## src/rtl/smcu_pkg.sv

```systemverilog
`timescale 1ns / 1ps
// Shared types, constants and the arctangent table for the swerve module command unit.
// Used by smcu_lane, smcu_merge and the top level; depends on nothing else.
package smcu_pkg;

	localparam int MODS             = 4;
	localparam int CORDIC_STEPS_DEF = 16;
	localparam int ATAN_ROWS        = 24;
	localparam int IDX_W            = 5;

	localparam int CMD_W  = 16;
	localparam int VEC_W  = 22;
	localparam int XY_W   = 32;
	localparam int Z_W    = 28;
	localparam int SPD_W  = 24;
	localparam int ANG_W  = 16;
	localparam int PROD_W = 61;
	localparam int OUT_W  = 32;
	localparam int REM_W  = 40;
	localparam int QUO_W  = 15;

	localparam int CFG_IDX_W  = 3;
	localparam int CFG_DATA_W = 16;

	localparam logic signed [Z_W-1:0]   PI_Q24     = 28'sd52707179;
	localparam logic signed [Z_W-1:0]   PI_Q12_Z   = 28'sd12868;
	localparam logic [29:0]             GAIN_Q30   = 30'd652032874;
	localparam logic signed [17:0]      PI_Q12     = 18'sd12868;
	localparam logic signed [17:0]      HALF_PI    = 18'sd6434;
	localparam logic signed [17:0]      THR_HALF_PI = 18'sd19302;
	localparam logic signed [17:0]      TWO_PI     = 18'sd25736;
	localparam logic [SPD_W-1:0]        DESAT_FLOOR = 24'd10;

	// Register indexes on the configuration channel
	localparam logic [CFG_IDX_W-1:0] CFG_HALF_TRACK = 3'd0;
	localparam logic [CFG_IDX_W-1:0] CFG_HALF_BASE  = 3'd1;
	localparam logic [CFG_IDX_W-1:0] CFG_MAX_SPEED  = 3'd2;
	localparam logic [CFG_IDX_W-1:0] CFG_RPM_SCALE  = 3'd3;
	localparam logic [CFG_IDX_W-1:0] CFG_ENABLES    = 3'd4;

	localparam int EN_DESAT = 0;
	localparam int EN_OPT   = 1;
	localparam int EN_RPM   = 2;

	typedef struct packed {
		logic                    done;
		logic [SPD_W-1:0]        speed;
		logic signed [ANG_W-1:0] angle;
	} lane_res_t;

	typedef enum logic [2:0] {
		TP_IDLE, TP_TB, TP_VEC, TP_LANE, TP_MERGE, TP_OUT
	} top_state_t;

	typedef enum logic [2:0] {
		MG_IDLE, MG_DLOAD, MG_DIV, MG_OPT, MG_MUL, MG_SAT
	} merge_state_t;

	// atan(2^-i) in Q.24
	function automatic logic signed [Z_W-1:0] atan_q24(input logic [IDX_W-1:0] i);
		logic signed [Z_W-1:0] r;
		begin
			case (i)
				5'd0:  r = 28'sd13176795;
				5'd1:  r = 28'sd7778716;
				5'd2:  r = 28'sd4110060;
				5'd3:  r = 28'sd2086331;
				5'd4:  r = 28'sd1047214;
				5'd5:  r = 28'sd524117;
				5'd6:  r = 28'sd262123;
				5'd7:  r = 28'sd131069;
				5'd8:  r = 28'sd65536;
				5'd9:  r = 28'sd32768;
				5'd10: r = 28'sd16384;
				5'd11: r = 28'sd8192;
				5'd12: r = 28'sd4096;
				5'd13: r = 28'sd2048;
				5'd14: r = 28'sd1024;
				5'd15: r = 28'sd512;
				5'd16: r = 28'sd256;
				5'd17: r = 28'sd128;
				5'd18: r = 28'sd64;
				5'd19: r = 28'sd32;
				5'd20: r = 28'sd16;
				5'd21: r = 28'sd8;
				5'd22: r = 28'sd4;
				5'd23: r = 28'sd2;
				default: r = '0;
			endcase
			return r;
		end
	endfunction

endpackage

```

## src/rtl/smcu_lane.sv

```systemverilog
`timescale 1ns / 1ps
// One module lane: vectoring CORDIC, one rotation per clock, then gain multiply.
// Keeps the held steering angle of its module. Depends on smcu_pkg.
module smcu_lane import smcu_pkg::*; #(
	parameter int CORDIC_STEPS = CORDIC_STEPS_DEF
) (
	input  logic                    clk,
	input  logic                    arst_n,
	input  logic                    start,
	input  logic                    cmd_zero,
	input  logic signed [VEC_W-1:0] vec_x,
	input  logic signed [VEC_W-1:0] vec_y,
	output lane_res_t               res
);

	logic signed [XY_W-1:0]  x_q, y_q, px, py, xs, ys;
	logic signed [Z_W-1:0]   z_q, zs, zsh;
	logic [IDX_W-1:0]        cnt_q;
	logic                    run_q, mul_q, fin_q, zero_q, done_q;
	logic [PROD_W-1:0]       prod_s1, rnd;
	logic [XY_W-2:0]         xpos;
	logic signed [ANG_W-1:0] zang, zang_s1, held_q, angle_q;
	logic [SPD_W-1:0]        mag, speed_q;

	always_comb begin
		px   = {{(XY_W-VEC_W){vec_x[VEC_W-1]}}, vec_x} <<< 8;
		py   = {{(XY_W-VEC_W){vec_y[VEC_W-1]}}, vec_y} <<< 8;
		xs   = x_q >>> cnt_q;
		ys   = y_q >>> cnt_q;
		xpos = x_q[XY_W-1] ? '0 : x_q[XY_W-2:0];
		zs   = z_q + Z_W'(2048);
		zsh  = zs >>> 12;
		if (zsh > PI_Q12_Z)
			zang = ANG_W'(PI_Q12_Z);
		else if (zsh < -PI_Q12_Z)
			zang = ANG_W'(-PI_Q12_Z);
		else
			zang = zsh[ANG_W-1:0];
		rnd = prod_s1 + (PROD_W'(1) << 37);
		mag = SPD_W'(rnd[PROD_W-1:38]);
	end

	always_ff @(posedge clk or negedge arst_n) begin
		if (!arst_n) begin
			run_q  <= 1'b0;
			mul_q  <= 1'b0;
			fin_q  <= 1'b0;
			done_q <= 1'b0;
			held_q <= '0;
		end else begin
			if (start) begin
				run_q  <= 1'b1;
				done_q <= 1'b0;
			end else if (run_q && cnt_q == IDX_W'(CORDIC_STEPS - 1)) begin
				run_q <= 1'b0;
			end
			mul_q <= run_q && cnt_q == IDX_W'(CORDIC_STEPS - 1);
			fin_q <= mul_q;
			if (fin_q) begin
				done_q <= 1'b1;
				if (!zero_q && mag != '0)
					held_q <= zang_s1;
			end
		end
	end

	always_ff @(posedge clk) begin
		if (start) begin
			zero_q <= cmd_zero;
			cnt_q  <= '0;
			// fold the left half plane onto the right before rotating
			if (px < 0) begin
				x_q <= -px;
				y_q <= -py;
				z_q <= (py >= 0) ? PI_Q24 : -PI_Q24;
			end else begin
				x_q <= px;
				y_q <= py;
				z_q <= '0;
			end
		end else if (run_q) begin
			cnt_q <= cnt_q + IDX_W'(1);
			if (y_q > 0) begin
				x_q <= x_q + ys;
				y_q <= y_q - xs;
				z_q <= z_q + atan_q24(cnt_q);
			end else begin
				x_q <= x_q - ys;
				y_q <= y_q + xs;
				z_q <= z_q - atan_q24(cnt_q);
			end
		end
		if (mul_q) begin
			prod_s1 <= PROD_W'(xpos) * PROD_W'(GAIN_Q30);
			zang_s1 <= zang;
		end
		if (fin_q) begin
			if (zero_q || mag == '0) begin
				speed_q <= '0;
				angle_q <= held_q;
			end else begin
				speed_q <= mag;
				angle_q <= zang_s1;
			end
		end
	end

	assign res.done  = done_q;
	assign res.speed = speed_q;
	assign res.angle = angle_q;

endmodule

```

## config.mk

```make
export PLATFORM = sky130hd
export DESIGN_NAME = smcu_lane
export DESIGN_NICKNAME = d
export VERILOG_FILES = /design/src/rtl/smcu_pkg.sv /design/src/rtl/smcu_lane.sv
export SDC_FILE = /design/constraint.sdc
export NUM_CORES = 2
export LEC_CHECK = 0
export BUFFER_PORTS_ARGS = -buffer_cell sky130_fd_sc_hd__buf_2
export CAP_MARGIN = 10
export CORE_MARGIN = 3
export CORE_UTILIZATION = 45
export DETAILED_ROUTE_END_ITERATION = 10
export SLEW_MARGIN = 20
export SYNTH_ARGS = -nofsm -noshare
export SYNTH_HDL_FRONTEND = slang
export SYNTH_SLANG_ARGS = --single-unit
```

## constraint.sdc

```tcl
create_clock -name clk -period 10.49 [get_ports clk]
set_input_delay 2.098 -clock clk [delete_from_list [all_inputs] [get_ports clk]]
set_output_delay 2.098 -clock clk [all_outputs]
set_load 0.05 [all_outputs]
```

# == Yosys cells after proc, flatten, opt, wreduce, memory -nomap -nowiden ==
# Memory sizes are Yosys's and may differ from the RTL's. A register that Yosys moved wholly into a read port is not among the register bits.
# Cells that the tools add are included.
# classes
n_eq_ne,1
mul,1
order_cmp,5
n_mux,30
shifts,2
n_addsub,11
n_reduce_logical,11
# ops
op,n
$mux W28,11
$mux W32,8
$add A32 B32 Y32,2
$neg A30 Y32,2
$sshr A32 B5 Y32,2
$sub A32 B32 Y32,2
$add A61 B38 Y61 const B,1
$mul A31 B29 Y60 const B,1
$gt A32 B1 Y1 const B,1
$mux W16,2
$mux W31,1
$ge A30 B1 Y1 const B,1
$lt A30 B1 Y1 const B,1
$add A28 B13 Y28 const B,1
$add A28 B28 Y28,1
$sub A28 B28 Y28,1
$logic_not A24 Y1,1
$reduce_bool A24 Y1,1
$mux W5,4
$gt A16 B15 Y1 const B,1
$lt A16 B15 Y1 const B,1
$reduce_bool A2 Y1,3
$add A5 B1 Y5 const B,1
$eq A5 B4 Y1 const B,1
6 further kinds,10
# word_totals
romBits,1536
out_inout_bits,41
regBits,234
n_memories,2
word_cells,79
input_bits,48
# memory_table
name,depth,width,read_ports,rd_ports_with_merged_regs,write_ports,line,text
(name not given),32,24,1,1,0,smcu_pkg.sv:63,case (i)
(name not given),32,24,1,1,0,smcu_pkg.sv:63,

# == Logic depth before layout (Yosys ltp) ==
# depth
word_depth,8
depth_mapped,31
depth_no_buf,28

# == Worst setup path after synthesis ==
# No wires, ideal clock.
# synth_timing
path_type,register to register
startpoint,register x_q[31]
endpoint,"register prod_s1[60], data pin"
required_time_ns,10.222
stages_incl_launch_ff,30
path_slack_ns,2.447
arrival_time_ns,7.775
setup_time_ns,0.268
cell_sequence,edfxtp_1 -> clkbuf_1 -> inv_1 -> clkbuf_1 -> clkbuf_1 -> nand2_1 -> inv_1 -> ha_1 -> fa_1 -> inv_1 -> fa_1 -> fa_1 -> fa_1 -> inv_1 -> fa_1 -> fa_1 -> inv_1 -> fa_1 -> inv_1 -> ha_1 -> a211oi_1 -> o21ai_0 -> nor2_1 -> o2111ai_1 -> a31oi_1 -> a21oi_1 -> a21oi_1 -> o21ai_0 -> o41ai_1 -> xnor2_1
# synth_between
elab_chain_len,2
# synth_rtl
element,line,text
start: declaration,smcu_lane.sv:16,"logic signed [XY_W-1:0] x_q, y_q, px, py, xs, ys;"
start signal: assignment,smcu_lane.sv:73,x_q <= -px;
start signal: assignment,smcu_lane.sv:77,x_q <= px;
start signal: assignment,smcu_lane.sv:84,x_q <= x_q + ys;
$mux W31,smcu_lane.sv:30,xpos = x_q[XY_W-1] ? '0 : x_q[XY_W-2:0];
$mul A31 B29 Y60,smcu_lane.sv:94,prod_s1 <= PROD_W'(xpos) * PROD_W'(GAIN_Q30);
end signal: assignment,smcu_lane.sv:94,
end: declaration,smcu_lane.sv:20,"logic [PROD_W-1:0] prod_s1, rnd;"
# Every way passes these cells.
# A chain may end at the register's enable or synchronous reset.

# == Worst setup path after layout ==
# layout_timing
startpoint,register x_q[31]
endpoint,"register prod_s1[59], data pin"
# The elaborated chain is that of the path after synthesis.

==> run metrics <==
cell row count 105; Worst path most repeated cell sky130_fd_sc_hd__fa_1; total of flip-flops plus latches after synthesis 221; Avg Synthesized Cell Area 9.573 sq um; TritonCTS sink count 221; clock tree from TritonCTS built; net count after synthesis 4843; portion of synthesized cell area occupied by the leading cell type 23.15%; global-route wire length before repair 158700 microns; Top Ports 89; number of nets in the layout 4850; number of vias in the routed layout 28030; vias in the first global route 28070; critical path class reg2reg; unrepaired setup endpoints after global routing no; flop2flop setup slack 1220 ps; ratio of final minimum period to clock period 88.35%; Tightest Hold Check Type reg2reg; required time worst endpoint 10800 ps; post-detailed-route count of antenna-violating nets 0; number of standard cells after synthesis 3920; portion of the post-synthesis area used by sequential elements 16.64%; die footprint 86890 sq um; setup total negative slack 0 ps; drt pass-1 iters 6; startpoint of the most critical hold path done_q; buffers and inverters on the worst path 6; biggest fanout along the worst timing path 22; Top delay family on crit path adder cells; TritonCTS Buffers 25; total standard cell area after synthesis 37530 sq um; horizontal die dimension 294.8 microns; post-CTS setup buffers 0; Max Freq 0.1079 GHz; slowest library cell on the worst path sky130_fd_sc_hd__a211oi_1; Cell variety after synth 88; # setup viols final 0; total global-route track usage 23.16%; number of port buffers 87; antenna violations before repair 1; maximum number of buffers from clock root to sink 3; routability-driven placement congestion ratio 0.9612; stage delay of the slowest cell on the critical path 750 ps; Routed Wire Length 100300 microns; cell type with the highest aggregate area in the netlist sky130_fd_sc_hd__fa_1; core outline area 82370 sq um; count of cell instances traversed by the critical path 26; Via density 5.588; total overflow reported by the global router 0; final-report max-slew violation count 0; worst-skew pair later-pin latency 580 ps; number of hold violations in the final report 0; cells taking the most area after synthesis sky130_fd_sc_hd__fa_1 (23%), sky130_fd_sc_hd__ha_1 (15%), sky130_fd_sc_hd__edfxtp_1 (14%); number of max-capacitance violations reported 0; Reg2Reg Capture Point prod_s1[59]; startpoint class of the critical path flip-flop; total non-filler cell area in the finished layout 39690 sq um; maximum number of pins on one net before global-route repair 91; Hold Buf Count CTS 0; total cell area at the placement stage 38880 sq um; ratio of cells with drive above 1 in the final layout 7.755%; Post-synth top flop sky130_fd_sc_hd__edfxtp_1; clock slew at reported path FFs 70 ps; Area Overhead vs Synth 5.768%; path depth of the worst reg2reg path 26; Wirelength per Cell 20.00 microns; min cycle time layout 9268 ps; most common cell after layout, fill and taps aside sky130_fd_sc_hd__inv_1; violation count after the first detailed-routing iteration 2010; clock tree root buffer cell sky130_fd_sc_hd__clkbuf_16; number of cells on the worst hold path 1; initial standard-cell utilization of the core 45.56%; CP arrival 9580 ps; DRC errors left 0; Yosys warning total 0; transition time at the pin with the least slew margin 1079 ps; post-CTS sizing 0; result of the run complete, no violations; worst flop-to-flop path startpoint x_q[31]; Worst Hold End done_q; Clock H-tree levels 1; height of the chip 294.8 microns; placed wire-length estimate after detailed placement 81760 microns; count of filler cells inserted in the layout 7818; critical path endpoint category flip-flop; most used cells in the layout excluding fill and tap cells sky130_fd_sc_hd__inv_1 (671), sky130_fd_sc_hd__ha_1 (441), sky130_fd_sc_hd__fa_1 (434), sky130_fd_sc_hd__nand2_1 (280), sky130_fd_sc_hd__nor2_1 (235); worst clock skew on the final layout 27.87 ps; Post-synth EDFFs 172; Antenna diodes 0; normalized max-slew margin 27.29%; share of synthesized flip-flops with an asynchronous set or reset 9.050%
==> cells in the mapped netlist, drive strengths merged, types with 12 or more instances <==
library cell / instances
inv: 673
o22ai: 18
xor2: 101
and3: 39
nand4: 22
ha: 441
nor4: 26
nor2b: 27
edfxtp: 172
nor3: 42
o31ai: 43
o21a: 19
fa: 434
a211oi: 34
a21oi: 183
nand3: 58
o21ai: 188
o21bai: 14
or2: 16
buf: 63
and2: 32
clkbuf: 76
o211ai: 15
nand2b: 28
xnor2: 162
mux2: 43
dfrtp: 20
nand2: 281
or3: 14
a21o: 56
o41ai: 12
dfxtp: 29
nor2: 236
a31oi: 39
mux2i: 46
mux4: 84
==> kinds of logic (layout without fill, tap and decap cells) <==
group / after synthesis / in the layout / synth area share (%)
xor gates and xnor gates: 263 / 263 / 6.138
DFF: 221 / 221 / 16.64
adders and majority gates: 875 / 875 / 37.86
AOI/OAI and AO/OA: 717 / 717 / 12.09
other: 1 / 1 / 0.009993
and+or+nand+nor: 855 / 855 / 10.77
muxes: 173 / 173 / 7.869
buffers and inverters: 815 / 841 / 8.622
==> through the flow <==
step	cells	util [%]	hold slack (ps)	setup WS [ps]
after global placement	4970	47.20	489.0	1395
after CTS	5016	48.17	508.7	1165
after global routing	5016	48.18	517.4	799.9
after floorplan	3920	-	454.9	2447
final	5016	48.18	496.0	1222
after detailed placement	4970	47.20	492.1	1160
==> how the worst max path moves through the flow <==
stage | start | to | slack, ps
finish | x_q[31] | prod_s1[59] | 1220
global route | x_q[31] | prod_s1[60] | 800
CTS | x_q[31] | prod_s1[59] | 1160
detailed placement | x_q[31] | prod_s1[59] | 1160
global placement | x_q[31] | prod_s1[59] | 1390
floorplan | x_q[31] | prod_s1[60] | 2450
==> layout make-up <==
class	count	area, sq um	share of cell area [%]
clock buffers	34	720.7	1.816
clock inverters	12	82.58	0.2081
inverters	676	2537	6.393
multi-input cells	2884	28070	70.72
flip-flops and latches	221	6259	15.77
well taps	1070	1339	3.373
repair buffers	119	681.9	1.718
==> routing by layer <==
layer | up-vias | share of wire, % | global-route usage [%]
met2 | 712 | 47 | 38.85
li1 | 13411 | - | -
met3 | 146 | 5.3 | 3.059
met5 | - | 0.017 | 0
met1 | 13759 | 45 | 32.02
met4 | 2 | 2.5 | 5.185
==> worst reg2reg max path: cells and delay by family (launching register included) <==
family | cells | cell delay [ps]
flip-flops | 1 | 380
adder cells (fa/ha/maj) | 9 | 4240
XOR/XNOR | 1 | 130
buffers and inverters | 6 | 1110
AND/OR/NAND/NOR | 2 | 650
AO/OA/AOI/OAI | 8 | 2480
Power is not shown: default switching activity piles up to over one toggle a cycle in this logic, so the estimate is an artifact.
